===== config.mk =====
export PLATFORM = sky130hd
export DESIGN_NAME = hdc_run_length_decoder
export DESIGN_NICKNAME = d
export VERILOG_FILES = /design/src/rtl/hdc_pkg.sv /design/src/rtl/hdc_decode_core.sv /design/src/rtl/hdc_run_length_decoder.sv
export VERILOG_INCLUDE_DIRS = /design/src /design/src/rtl
export SDC_FILE = /design/constraint.sdc
export NUM_CORES = 1
export LEC_CHECK = 0
export ABC_AREA = 1
export BUFFER_PORTS_ARGS = -buffer_cell sky130_fd_sc_hd__buf_2
export CAP_MARGIN = 20
export CORE_MARGIN = 1.5
export CORE_UTILIZATION = 40
export CTS_BUF_LIST = sky130_fd_sc_hd__clkbuf_4 sky130_fd_sc_hd__clkbuf_8
export DETAILED_ROUTE_END_ITERATION = 12
export PLACE_DENSITY = 0.69
export SYNTH_ARGS = -nofsm -noshare
export SYNTH_HDL_FRONTEND = slang
export SYNTH_SLANG_ARGS = --single-unit

===== constraint.sdc =====
create_clock -name clk -period 2.3 [get_ports clk]
set_input_delay 0.23 -clock clk [delete_from_list [all_inputs] [get_ports clk]]
set_output_delay 0.23 -clock clk [all_outputs]
set_load 0.02 [all_outputs]

===== src/rtl/assert_macros.svh =====
// Assertion macros shared by the decoder RTL.
// Each macro samples on clk and is disabled while rst is high.
`ifndef ASSERT_MACROS_SVH
`define ASSERT_MACROS_SVH

// Check a condition at every clock edge outside reset
`define HDC_ASSERT_ALWAYS(lbl, cond, msg) \
  lbl: assert property (@(posedge clk) disable iff (rst) (cond)) else $error(msg);

// Check that a consequence holds in the cycle after its trigger
`define HDC_ASSERT_NEXT(lbl, trig, cons, msg) \
  lbl: assert property (@(posedge clk) disable iff (rst) (trig) |=> (cons)) else $error(msg);

`endif


===== src/rtl/hdc_pkg.sv =====
// Shared types and constants of the run-length decoder.
// No dependencies; used by hdc_decode_core and hdc_run_length_decoder.
package hdc_pkg;

  // Byte code boundaries
  localparam logic [7:0] RUN_BASE   = 8'd128;
  localparam logic [7:0] RUN_LAST   = 8'd190;
  localparam logic [7:0] LIT_BASE   = 8'd191;
  localparam logic [7:0] LIT_LAST   = 8'd254;
  localparam logic [7:0] SPACE_BYTE = 8'h20;

  typedef enum logic [1:0] {
    MODE_CTRL = 2'd0,
    MODE_LIT  = 2'd1,
    MODE_RUN  = 2'd2
  } mode_t;

  typedef struct packed {
    mode_t      mode;
    logic [6:0] literals_left;
    logic [6:0] pending_run_length;
    logic       error_flag;
  } dec_state_t;

  typedef struct packed {
    logic [7:0] out_byte;
    logic [6:0] repeat_count;
    logic       bad_control;
    logic       error_seen;
    logic       last_out;
  } result_t;

  localparam dec_state_t STATE_RESET = '{
    mode: MODE_CTRL,
    literals_left: 7'd0,
    pending_run_length: 7'd0,
    error_flag: 1'b0
  };

endpackage


===== src/rtl/hdc_decode_core.sv =====
// Combinational decode of one compressed byte against the decoder state.
// Depends on hdc_pkg for the state and result types and the code limits.
module hdc_decode_core (
  input  hdc_pkg::dec_state_t st,
  input  logic [7:0]          in_byte,
  input  logic                end_of_stream,
  output hdc_pkg::dec_state_t st_next,
  output hdc_pkg::result_t    res0,
  output logic                res0_valid,
  output hdc_pkg::result_t    res1,
  output logic                res1_valid
);

  logic [6:0]       lit_off;
  logic [6:0]       run_off;
  logic             is_ctrl;
  logic             handle_ctrl;
  hdc_pkg::result_t ctrl_res;
  logic             ctrl_valid;

  assign lit_off = 7'(in_byte - hdc_pkg::LIT_BASE);
  assign run_off = 7'(in_byte - hdc_pkg::RUN_BASE);
  assign is_ctrl = (in_byte >= hdc_pkg::RUN_BASE) && (in_byte <= hdc_pkg::LIT_LAST);

  always_comb begin
    st_next     = st;
    res0        = '0;
    res0_valid  = 1'b0;
    res1        = '0;
    res1_valid  = 1'b0;
    handle_ctrl = 1'b0;
    ctrl_res    = '0;
    ctrl_valid  = 1'b0;

    // Data byte handling for the current mode
    case (st.mode)
      hdc_pkg::MODE_LIT: begin
        res0       = '{in_byte, 7'd1, 1'b0, st.error_flag, end_of_stream};
        res0_valid = 1'b1;
        st_next.literals_left = st.literals_left - 7'd1;
        if (st.literals_left == 7'd1) begin
          st_next.mode = hdc_pkg::MODE_CTRL;
        end
      end
      hdc_pkg::MODE_RUN: begin
        st_next.mode = hdc_pkg::MODE_CTRL;
        res0_valid   = 1'b1;
        if (is_ctrl) begin
          // control byte after a run announcement: run of spaces
          res0        = '{hdc_pkg::SPACE_BYTE, st.pending_run_length, 1'b0,
                          st.error_flag, 1'b0};
          handle_ctrl = 1'b1;
        end else begin
          res0 = '{in_byte, st.pending_run_length, 1'b0, st.error_flag, end_of_stream};
        end
        st_next.pending_run_length = 7'd0;
      end
      default: begin
        handle_ctrl = 1'b1;
      end
    endcase

    // Control byte handling
    if (handle_ctrl) begin
      if (in_byte inside {[hdc_pkg::LIT_BASE:hdc_pkg::LIT_LAST]}) begin
        if (end_of_stream) begin
          ctrl_res   = '{8'd0, 7'd0, 1'b0, st.error_flag, 1'b1};
          ctrl_valid = 1'b1;
        end else begin
          st_next.literals_left = lit_off + 7'd1;
          st_next.mode          = hdc_pkg::MODE_LIT;
        end
      end else if (in_byte inside {[hdc_pkg::RUN_BASE:hdc_pkg::RUN_LAST]}) begin
        if (end_of_stream) begin
          ctrl_res   = '{hdc_pkg::SPACE_BYTE, run_off + 7'd2, 1'b0,
                         st.error_flag, 1'b1};
          ctrl_valid = 1'b1;
        end else begin
          st_next.pending_run_length = run_off + 7'd2;
          st_next.mode               = hdc_pkg::MODE_RUN;
        end
      end else begin
        // invalid control byte: flag it and skip
        st_next.error_flag = 1'b1;
        ctrl_res   = '{8'd0, 7'd0, 1'b1, 1'b1, end_of_stream};
        ctrl_valid = 1'b1;
      end

      if (res0_valid) begin
        res1       = ctrl_res;
        res1_valid = ctrl_valid;
      end else begin
        res0       = ctrl_res;
        res0_valid = ctrl_valid;
      end
    end

    // Drop all state at the end of a stream
    if (end_of_stream) begin
      st_next = hdc_pkg::STATE_RESET;
    end
  end

endmodule


===== src/rtl/hdc_run_length_decoder.sv =====
// Top level of the run-length decoder: state, result register, holding slot.
// Depends on hdc_pkg, hdc_decode_core and assert_macros.svh.
//
// The decoder accepts one compressed byte per cycle while it is not stalled and
// presents its result in the next cycle in the output register; bytes that only
// change state (a literal or run announcement) give no result. A byte can give
// two results only when a run announcement is followed by a control byte on the
// final byte of the stream; the second result waits in a holding slot and input
// stalls until it drains. Input also stalls while the output register is full
// and not being taken. Throughput is thus one byte per cycle when the output is
// taken, limited by the single output register, and less for two-result bytes.
`include "assert_macros.svh"

module hdc_run_length_decoder (
  input  logic       clk,
  input  logic       rst,
  input  logic       in_valid,
  output logic       in_ready,
  input  logic [7:0] in_byte,
  input  logic       end_of_stream,
  output logic       out_valid,
  input  logic       out_ready,
  output logic [7:0] out_byte,
  output logic [6:0] repeat_count,
  output logic       bad_control,
  output logic       error_seen,
  output logic       last_out
);

  hdc_pkg::dec_state_t st;
  hdc_pkg::dec_state_t st_next;
  hdc_pkg::result_t    res0;
  hdc_pkg::result_t    res1;
  logic                res0_valid;
  logic                res1_valid;
  hdc_pkg::result_t    out_res;
  hdc_pkg::result_t    pend_res;
  logic                pend_valid;
  logic                out_free;
  logic                in_accept;

  hdc_decode_core u_core (
    .st            (st),
    .in_byte       (in_byte),
    .end_of_stream (end_of_stream),
    .st_next       (st_next),
    .res0          (res0),
    .res0_valid    (res0_valid),
    .res1          (res1),
    .res1_valid    (res1_valid)
  );

  // Handshake: take a byte when the output slot frees and nothing is held
  assign out_free  = !out_valid || out_ready;
  assign in_ready  = !pend_valid && out_free;
  assign in_accept = in_valid && in_ready;

  // Control state
  always_ff @(posedge clk) begin
    if (rst) begin
      st         <= hdc_pkg::STATE_RESET;
      out_valid  <= 1'b0;
      pend_valid <= 1'b0;
    end else if (in_accept) begin
      st         <= st_next;
      out_valid  <= res0_valid;
      pend_valid <= res1_valid;
    end else if (out_free) begin
      out_valid  <= pend_valid;
      pend_valid <= 1'b0;
    end
  end

  // Result payload: load new results or advance the held one
  always_ff @(posedge clk) begin
    if (in_accept) begin
      out_res  <= res0;
      pend_res <= res1;
    end else if (out_free && pend_valid) begin
      out_res <= pend_res;
    end
  end

  assign out_byte     = out_res.out_byte;
  assign repeat_count = out_res.repeat_count;
  assign bad_control  = out_res.bad_control;
  assign error_seen   = out_res.error_seen;
  assign last_out     = out_res.last_out;

  // Checks on the result queue and stream boundaries
  `HDC_ASSERT_ALWAYS(a_pend_behind_out, !pend_valid || out_valid, "held result without output")
  `HDC_ASSERT_ALWAYS(a_two_only_at_end, !(in_accept && res1_valid) || end_of_stream, "two results mid-stream")
  `HDC_ASSERT_NEXT(a_end_clears, in_accept && end_of_stream, (st.mode == hdc_pkg::MODE_CTRL) && !st.error_flag, "state not cleared at stream end")

endmodule

==> impl_results.md, run 1 <==
* Final Critical Period at 1980 ps
* Global route overflow at 0
* Worst Path Arrival at 2050 ps
* CTS Buf Count at 5
* Clock Skew at 11.0 ps
* Req. time, crit path at 2370 ps
* Power per Cell Area at 638 mW/mm²
* Gr usage total at 18.5%
* Post CTS Setup Buffer Count at 0
* Die Area at 0.00720 mm²
* Netlist cell types at 38
* PortBufs at 32
* Largest net degree at the start of global routing at 20
* Clk buf depth at 2
* Worst path bufs/invs at 2
* H-tree lvl count at 2
* Worst slew pin tran at 556 ps
* Worst r2r path cells at 9
* Type of the worst setup path: reg -> reg
* Post-synthesis cell count at 326
* Inst Count DP at 430
* Fin cells at 438
* Peak Freq at 505 MHz
* Failing checks: design-rule violations
* Commonest cells after routing, fill and taps aside: nand2_1 (79), inv_1 (40), buf_2 (32)
* Cell Rows at 29
* Vias at 2,309
* Final WS setup at 321 ps
* Setup Viol. Count Final at 0
* Hold Crit Depth at 3
* Share of layout cells above drive strength 1 at 19.4%
* Starting density of the core at 41.7%
* Post-Place Worst Slack at 350 ps
* Die height at 84.9 µm
* Maximum vdd drop at 0.261 mV
* Max-cap violations at 0
* Final GP Congestion at 0.910
* Crit path cell chain: inv_1 -> ha_1 -> nor2_1 -> inv_1 -> nand2_4 -> o21ai_0 -> nand2_1 -> nand3_1 -> nand2_1
* Initial antenna violation count at 0
* Worst reg2reg path startpoint: st[15]
* Routed vias/inst at 5.27
* Overall power at 1.94 mW
* Post-CTS sizing at 0
* Run status: finished with violations
* Root buf cell: clkbuf_8
* Hold path startpoint: in_valid
* Hold Path Sink: out_valid
* Slew headroom at 62.9%
* Avg WL per Cell at 14.3 µm
* Post-placement cell area at 0.00291 mm²
* Critical Path Start Type: register
* Initial DRC count at 228
* Slew Limit Fails at 0
* Synth area leaders: edfxtp_1 (32%), dfxtp_1 (14%), nand2_1 (11%), nand3_1 (5.8%), inv_1 (5.6%)
* Inserted Diodes at 0
* Net Count, Synth at 346
* Syn Area/Cell at 8.22 µm²
* Worst path max stage delay at 470 ps
* Core area at 0.00642 mm²
* Leading area contributor after synthesis: edfxtp_1
* Final Hold Fails at 0
* WL final at 6.26 mm
* Sequential share of the synthesized area at 46.7%
* Final ANT Viol Nets at 0
* Fin Setup TNS at 0 ps
* RSZ-0062 raised after global routing: no
* Slowest cell on crit path: ha_1
* Fin util at 47.3%
* P_leak at 1.33 nW
* Reg2Reg Capture Point: error_seen
* Yosys warnings at 0
* First-pass GRT wire length at 10.5 mm
* Max Fanout on Critical Path at 15
* Clock latency on the worst-skew pair at 310 ps
* Area share of the largest cell type after synthesis at 32.5%
* Clock sinks at 48
* Fin crit share at 86.1%
* Hold_buf cts at 0
* Nets at 380
* Syn Std Cell Area at 0.00268 mm²
* Die W at 84.9 µm
* I/O pin cnt at 33
* Clock-pin transition on the worst setup and hold timing paths at 90 ps
* Area Overhead vs Synth at 13.2%
* Internal reg-to-reg setup slack at 320 ps
* Worst path top cell family by delay: simple AND/OR/NAND/NOR gates
* Number of global-route vias before repair at 2,204
* Synth Register Bits at 48
* Hold Slack at 182 ps
* Final Cell Area at 0.00304 mm²
* CTS tree: done
* Crit. End Element: register
* DRC errors left at 3
* First-pass iteration count of the detailed router at 9
* DP Wirelength at 4.59 mm
* Most common cell after layout, fill and taps aside: nand2_1
* Worst hold path class: in -> reg
==> registers in the layout, indices dropped and copies added (netlist names) <==
name,flops
pend_valid,1
out_valid,1
repeat_count,7
bad_control,1
last_out,1
out_byte,8
pend_res,11
error_seen,1
st,17
==> layer usage <==
layer  wire [µm]  part of all wire (%)  global-route usage [%]  vias up
met5           0                     0                       0        -
met4          98                   1.6                    5.81        0
met3         496                   7.9                    3.99       10
met2        2910                    47                    29.5       94
met1        2750                    44                    25.2     1054
li1            -                     -                       -     1151
==> kinds of logic (layout without fill, tap and decap cells) <==
group,after synthesis,in the layout,synth area share [%]
and+or+nand+nor,150,150,25.8
AOI/OAI and AO/OA,58,58,13.3
buffers and inverters,57,92,9.01
DFF,48,48,46.7
adders and majority gates,7,7,3.27
xor gates and xnor gates,6,6,1.96
==> report_power, final <==
group | switching, mW | total [mW] | leakage [nW] | internal (mW)
combinational | 0.210 | 0.301 | 0.819 | 0.0903
clock | 0.301 | 0.657 | 0.0614 | 0.356
sequential | 0.0162 | 0.978 | 0.446 | 0.961
total | 0.528 | 1.94 | 1.33 | 1.41
==> how the worst max path moves through the flow <==
stage,cells past startpoint,endpoint,from
floorplan,7,bad_control,out_valid
global placement,6,repeat_count[2],st[15]
detailed placement,9,error_seen,st[15]
CTS,9,error_seen,st[15]
global route,9,error_seen,st[15]
finish,9,error_seen,st[15]
==> final cells by class <==
type,instances,area [µm²]
multi-input combinational,221,1190
fill,636,3390
inverter,46,173
tap,77,96.3
sequential,48,1250
clock buffer,6,82.6
clock inverter,2,38.8
timing repair buffer,38,205
==> Yosys cell counts (all sizes together) <==
master and number:
nor4 3, a21oi 24, a211oi 1, o22ai 1, xnor2 1, dfxtp 19
o211ai 7, xor2 5, buf 7, or2 2, nand2 84, ha 7
nor2 24, inv 46, o21ai 16, a2bb2oi 1, clkbuf 4, a21boi 1
nand3 33, edfxtp 29, nand4 2, a31oi 1, o31ai 1, a32oi 5
nor3 2
==> worst min-delay path, cell delays in order <==
cell and delay, ps:
buf_2 110, nand2_1 60, a21oi_1 50
No activity file was read; power rests on OpenSTA's default activity.
==> run 2: changes to the inputs <==
- PLACE_DENSITY: 0.69 -> 0.65
- SYNTH_HIERARCHICAL: not set -> 1
- clock period: 2.3 -> 2.4 ns (I/O delays scaled with it)
==> impl_results.md, run 2 <==
* Nets at 553 (+46%)
* Gr usage total at 17.4% (-1.1 points)
* Max reg flops at 18 (+1)
* Maximum vdd drop at 0.242 mV (-7.5%)
* Syn Area/Cell at 7.14 µm² (-13%)
* Initial antenna violation count at 0 (unchanged)
* Hold Crit Depth at 2 (-1)
* Worst slew pin tran at 594 ps (+38.4 ps)
* Most common cell after layout, fill and taps aside: nand2_1
* Die W at 98.2 µm (+16%)
* Ys flop type: edfxtp_1
* Initial DRC count at 186 (-18%)
* Root buf cell: clkbuf_8
* Area share of the largest cell type after synthesis at 29.8% (-2.7 points)
* Post-CTS sizing at 0 (unchanged)
* PortBufs at 32 (unchanged)
* Core area at 0.00876 mm² (+36%)
* Routed vias/inst at 4.78 (-9.3%)
* CP endpoint: error_seen
* Largest net degree at the start of global routing at 37 (+85%)
* Worst path top cell family by delay: simple AND/OR/NAND/NOR gates
* Max-cap violations at 0 (unchanged)
* # fillers at 920 (+45%)
* First-pass GRT wire length at 13.6 mm (+29%)
* Worst hold path class: in -> reg
* CTS Buf Count at 5 (unchanged)
* Crit. End Element: register
* Hold Slack at 77.0 ps (-105 ps)
* Final Cell Area at 0.00388 mm² (+28%)
* Crit. Startpoint: st[15]
* Req. time, crit path at 2470 ps (+100 ps)
* Internal reg-to-reg setup slack at 370 ps (+50 ps)
* Clock-pin transition on the worst setup and hold timing paths at 110 ps (+20 ps)
* Inst Count DP at 634 (+47%)
* Synth Register Bits at 55 (+15%)
* Setup Viol. Count Final at 0 (unchanged)
* Clock latency on the worst-skew pair at 310 ps (about the same)
* Synth area leaders: edfxtp_1 (30%), nand2_1 (18%), dfxtp_1 (10%), inv_1 (9.2%), nor2_1 (5.5%)
* Netlist cell types at 33 (-13%)
* I/O pin cnt at 33 (unchanged)
* Syn Std Cell Area at 0.00363 mm² (+35%)
* Overall power at 2.35 mW (+22%)
* Cell mode on critical path: nand2_1
* Post-synth EDFFs at 36 (+24%)
* Post-synthesis cell count at 508 (+56%)
* Commonest cells after routing, fill and taps aside: nand2_1 (170), inv_1 (89), nor2_1 (53)
* Final GP Congestion at 0.928 (+1.9%)
* Inserted Diodes at 0 (unchanged)
* Final Hold Fails at 0 (unchanged)
* H-tree lvl count at 2 (unchanged)
* Power per Cell Area at 606 mW/mm² (-4.9%)
* CP Depth at 10 (+1)
* Worst reg2reg path startpoint: st[15]
* Hold_buf cts at 0 (unchanged)
* Worst r2r path cells at 10 (+1)
* Final Critical Period at 2030 ps (+53.7 ps)
* Post-placement cell area at 0.00379 mm² (+30%)
* Critical Path Start Type: register
* Die Area at 0.00965 mm² (+34%)
* Async S/R FF share, synth at 0% (unchanged)
* Avg WL per Cell at 12.7 µm (-11%)
* Number of global-route vias before repair at 2,829 (+28%)
* Fin cells at 642 (+47%)
* Worst path bufs/invs at 2 (unchanged)
* Clock sinks at 55 (+15%)
* Cell Rows at 34 (+17%)
* Type of the worst setup path: reg -> reg
* Most flops, register: pend_res
* Area Overhead vs Synth at 7.07%
* DRC errors left at 0 (-3)
* Worst Path Arrival at 2110 ps (+60 ps)
* Reg2Reg Capture Point: error_seen
* Global route overflow at 0 (unchanged)
* CTS tree: done
* Clock Skew at 14.2 ps (+3.21 ps)
* Slew headroom at 60.1% (-2.8 points)
* Leading area contributor after synthesis: edfxtp_1
* Die height at 98.2 µm (+16%)
* Fin Setup TNS at 0 ps (unchanged)
* Dominant cell by count in the synthesized netlist: nand2_1
* P_leak at 1.96 nW (+48%)
* Vias at 3,070 (+33%)
* RSZ-0062 raised after global routing: no
* DP Wirelength at 5.74 mm (+25%)
* First-pass iteration count of the detailed router at 5 (-4)
* Slowest cell on crit path: dfxtp_1
* Max Fanout on Critical Path at 27 (+12)
* WL final at 8.14 mm (+30%)
* Commonest cells in the netlist: nand2_1 (170), inv_1 (89), nor2_1 (53)
* Share of layout cells above drive strength 1 at 13.1% (-6.3 points)
* Starting density of the core at 41.4% (-0.36 points)
* Peak Freq at 492 MHz (-2.6%)
* Clk buf depth at 2 (unchanged)
* Yosys warnings at 6 (+6)
* Slew Limit Fails at 0 (unchanged)
* Run status: finished, final reports clean
* Crit path cell chain: ha_1 -> nor2_1 -> inv_1 -> nand2_8 -> nand2_2 -> inv_1 -> nand2_1 -> nand2_1 -> nand2_1 -> nand2_1
* Fin crit share at 84.7% (-1.3 points)
* Final ANT Viol Nets at 0 (unchanged)
* Sequential share of the synthesized area at 40.3% (-6.4 points)
* Post CTS Setup Buffer Count at 0 (unchanged)
* Worst path max stage delay at 430 ps (-40 ps)
## run 2: cell types whose count changed after synthesis, moves of 4 or more
| cell | before | now |
|---|---|---|
| a21oi_1 | 24 | 18 |
| a32oi_1 | 5 | 0 |
| buf_4 | 0 | 8 |
| buf_6 | 3 | 7 |
| edfxtp_1 | 29 | 36 |
| inv_1 | 40 | 89 |
| nand2_1 | 79 | 170 |
| nand3_1 | 31 | 21 |
| nand4_1 | 2 | 20 |
| nor2_1 | 18 | 53 |
| nor3_1 | 2 | 7 |
| o211ai_1 | 7 | 0 |
| o21ai_0 | 13 | 5 |
## run 2: kinds of logic after synthesis
family | after synthesis | synth area share (%)
AND/OR/NAND/NOR | 290 | 35.9
flip-flops | 55 | 40.3
XOR/XNOR | 7 | 1.69
adder cells (fa/ha/maj) | 7 | 2.41
buffers and inverters | 120 | 15.3
other | 1 | 0.103
AO/OA/AOI/OAI | 28 | 4.35
## run 2: layout make-up
| cell class | instances | area (µm²) | area share (%) |
|---|---|---|---|
| clock buffer | 6 | 76.3 | 1.97 |
| sequential | 55 | 1460 | 37.6 |
| inverter | 94 | 355 | 9.15 |
| tap | 108 | 135 | 3.48 |
| timing repair buffer | 38 | 205 | 5.28 |
| multi-input combinational | 339 | 1630 | 42.1 |
| clock inverter | 2 | 16.3 | 0.419 |
## run 2: where the power goes
part           switching [mW]  total (mW)  internal [mW]
sequential             0.0415        1.16           1.12
clock                   0.324       0.546          0.222
combinational           0.448       0.651          0.202
## run 2: per-stage QoR
stage	utilization, %	setup slack, ps
2_1_floorplan	-	423
3_3_place_gp	43.3	475
3_5_place_dp	43.3	409
4_1_cts	44.3	385
5_1_grt	44.3	192
6_report	44.3	367
## run 2: worst min path at each step
| stage | from | end |
|---|---|---|
| floorplan | rst | pend_valid |
| global placement | rst | pend_valid |
| detailed placement | rst | pend_valid |
| CTS | rst | pend_valid |
| global route | rst | pend_valid |
| finish | rst | pend_valid |
## run 2: per-layer routing
layer	global-route usage, %	vias up	wire length, µm
met4	4.77	0	101
met2	30.0	81	3790
met3	2.58	9	402
met5	0	-	0
li1	-	1596	-
met1	22.8	1384	3850
## run 2: worst register-to-register path, cell delays in order, from the launching register on
cell	delay, ps
dfxtp_1	430
ha_1	420
nor2_1	110
inv_1	170
nand2_8	160
nand2_2	210
inv_1	60
nand2_1	60
nand2_1	50
nand2_1	80
nand2_1	50
==> run 3: changes to the inputs <==
- PLACE_DENSITY: 0.65 -> 0.68
- clock period: 2.4 -> 1.7 ns (I/O delays scaled with it)
==> impl_results.md, run 3 (same netlist as run 2, synthesis figures left out) <==
* Run status: finished, final reports clean
* Post-Place Worst Slack at -115 ps (-524 ps)
* Most flops, register: pend_res
* Maximum vdd drop at 0.373 mV (+54%)
* Max reg flops at 18 (unchanged)
* Req. time, crit path at 1910 ps (-560 ps)
* RSZ-0062 raised after global routing: yes
* Worst hold path class: in -> reg
* P_leak at 2.10 nW (+7.1%)
* Starting density of the core at 41.4% (unchanged)
* WL final at 8.54 mm (+4.9%)
* Final Cell Area at 0.00418 mm² (+7.5%)
* DP Wirelength at 6.00 mm (+4.7%)
* Type of the worst setup path: reg -> reg
* Power per Cell Area at 830 mW/mm² (+37%)
* H-tree lvl count at 2 (unchanged)
* Initial antenna violation count at 0 (unchanged)
* Worst Path Arrival at 1870 ps (-240 ps)
* Slew headroom at 62.9% (+2.7 points)
* DRC errors left at 0 (unchanged)
* Crit. End Element: register
* I/O pin cnt at 33 (unchanged)
* Die height at 98.2 µm (unchanged)
* Inserted Diodes at 0 (unchanged)
* Clock latency on the worst-skew pair at 310 ps (about the same)
* Setup Viol. Count Final at 0 (unchanged)
* Number of global-route vias before repair at 2,931 (+3.6%)
* Clock-pin transition on the worst setup and hold timing paths at 110 ps (about the same)
* First-pass iteration count of the detailed router at 6 (+1)
* Gr usage total at 17.5% (+0.081 points)
* Avg WL per Cell at 12.7 µm (+0.49%)
* Core area at 0.00876 mm² (unchanged)
* Most common cell after layout, fill and taps aside: nand2_1
* Max-cap violations at 0 (unchanged)
* Initial DRC count at 247 (+33%)
* Fin Setup TNS at 0 ps (unchanged)
* Post-placement cell area at 0.00400 mm² (+5.6%)
* Final WS setup at 41.3 ps (-326 ps)
* Critical Path Start Type: register
* Die Area at 0.00965 mm² (unchanged)
* Final ANT Viol Nets at 0 (unchanged)
* Clk buf depth at 2 (unchanged)
* PortBufs at 32 (unchanged)
* Reg area at 0.00147 mm² (+0.43%)
* Area of the multi-input gates at 0.00171 mm² (+4.5%)
* Nets at 581 (+5.1%)
* First-pass GRT wire length at 13.7 mm (+1.0%)
* Worst slew pin tran at 553 ps (-40.7 ps)
* Commonest cells after routing, fill and taps aside: nand2_1 (169), inv_1 (85), nor2_1 (52)
* Root buf cell: clkbuf_8
* Vias at 3,247 (+5.8%)
* Global route overflow at 0 (unchanged)
* Largest net degree at the start of global routing at 37 (unchanged)
* Fin crit share at 97.6% (+13 points)
* Clock sinks at 55 (unchanged)
* CTS Buf Count at 5 (unchanged)
* Final Critical Period at 1660 ps (-374 ps)
* Final GP Congestion at 0.956 (+3.0%)
* CTS tree: done
* Area Overhead vs Synth at 15.1%
* Peak Freq at 603 MHz (+23%)
* Slew Limit Fails at 0 (unchanged)
* Overall power at 3.46 mW (+47%)
* Cell Rows at 34 (unchanged)
* Share of layout cells above drive strength 1 at 19.8% (+6.6 points)
* Final Hold Fails at 0 (unchanged)
* Die W at 98.2 µm (unchanged)
* # fillers at 889 (-3.4%)
* Hold_buf cts at 0 (unchanged)
* Clock Skew at 5.03 ps (-9.22 ps)
* Routed vias/inst at 4.85 (+1.3%)
* Max Fanout on Critical Path at 7 (-74%)
-- run 3: cell types whose count changed in the layout (fill, tap and decap cells not counted), moves of 2 or more --
cell and delta:
inv_2 +4, ha_1 -2, buf_4 +24, inv_1 -4, dfxtp_2 +2, dfxtp_1 -3
nand2_4 +2, ha_4 +2
-- run 3: layout make-up --
class	instances	area share [%]
Clock buffer	5	1.65
Inverter	94	8.51
Multi-Input combinational cell	341	40.9
Sequential cell	55	35.2
Timing Repair Buffer	64	9.98
Tap cell	108	3.24
Clock inverter	3	0.569
-- run 3: worst max-delay path, cell delays in order, from the launching register on --
cell and delay [ps]:
dfxtp_4 370, inv_1 90, ha_4 170, nor2_2 60, inv_2 150, nand2_8 110
buf_4 150, a21oi_1 120, nor2_1 60, inv_1 50, nand4_1 90, nand2_1 80
nor2_1 60
-- run 3: timing repair --
| action | in CTS | in global routing |
|---|---|---|
| endpoints found under the setup margin | 33 | 27 |
| pin swaps | 1 | 3 |
| buffers inserted | 0 | 0 |
| gates cloned | 1 | 1 |
| endpoints found under the hold margin | 0 | 0 |
| resized for setup | 4 | 15 |
-- run 3: routing by layer --
metal | track usage [%] | wire [µm] | vias up
li1 | - | - | 1658
met1 | 23.7 | 4010 | 1489
met2 | 29.0 | 4040 | 92
met3 | 2.72 | 372 | 8
met4 | 5.09 | 114 | 0
met5 | 0 | 0 | -
-- run 3: final timing paths --
kind                   start          to  slack [ps]  cells after the start
setup / recovery      st[15]       st[9]          40                     12
hold / removal           rst  pend_valid          10                      2
setup reg to reg      st[15]       st[9]          40                     12
hold reg to reg   pend_valid  pend_valid         480                      2
-- run 3: metrics by stage --
| step | utilization [%] | hold WS, ps | std cells |
|---|---|---|---|
| after floorplan | - | 239 | 514 |
| after global placement | 45.7 | 349 | 660 |
| after detailed placement | 45.7 | 352 | 660 |
| after CTS | 46.9 | 10.8 | 669 |
| after global routing | 47.6 | 14.2 | 670 |
| final | 47.6 | 12.4 | 670 |
-- run 3: power breakdown --
part | leakage, nW | internal, mW | switching (mW)
logic | 1.54 | 0.370 | 0.681
clock network | 0.0461 | 0.299 | 0.476
registers | 0.519 | 1.58 | 0.0607
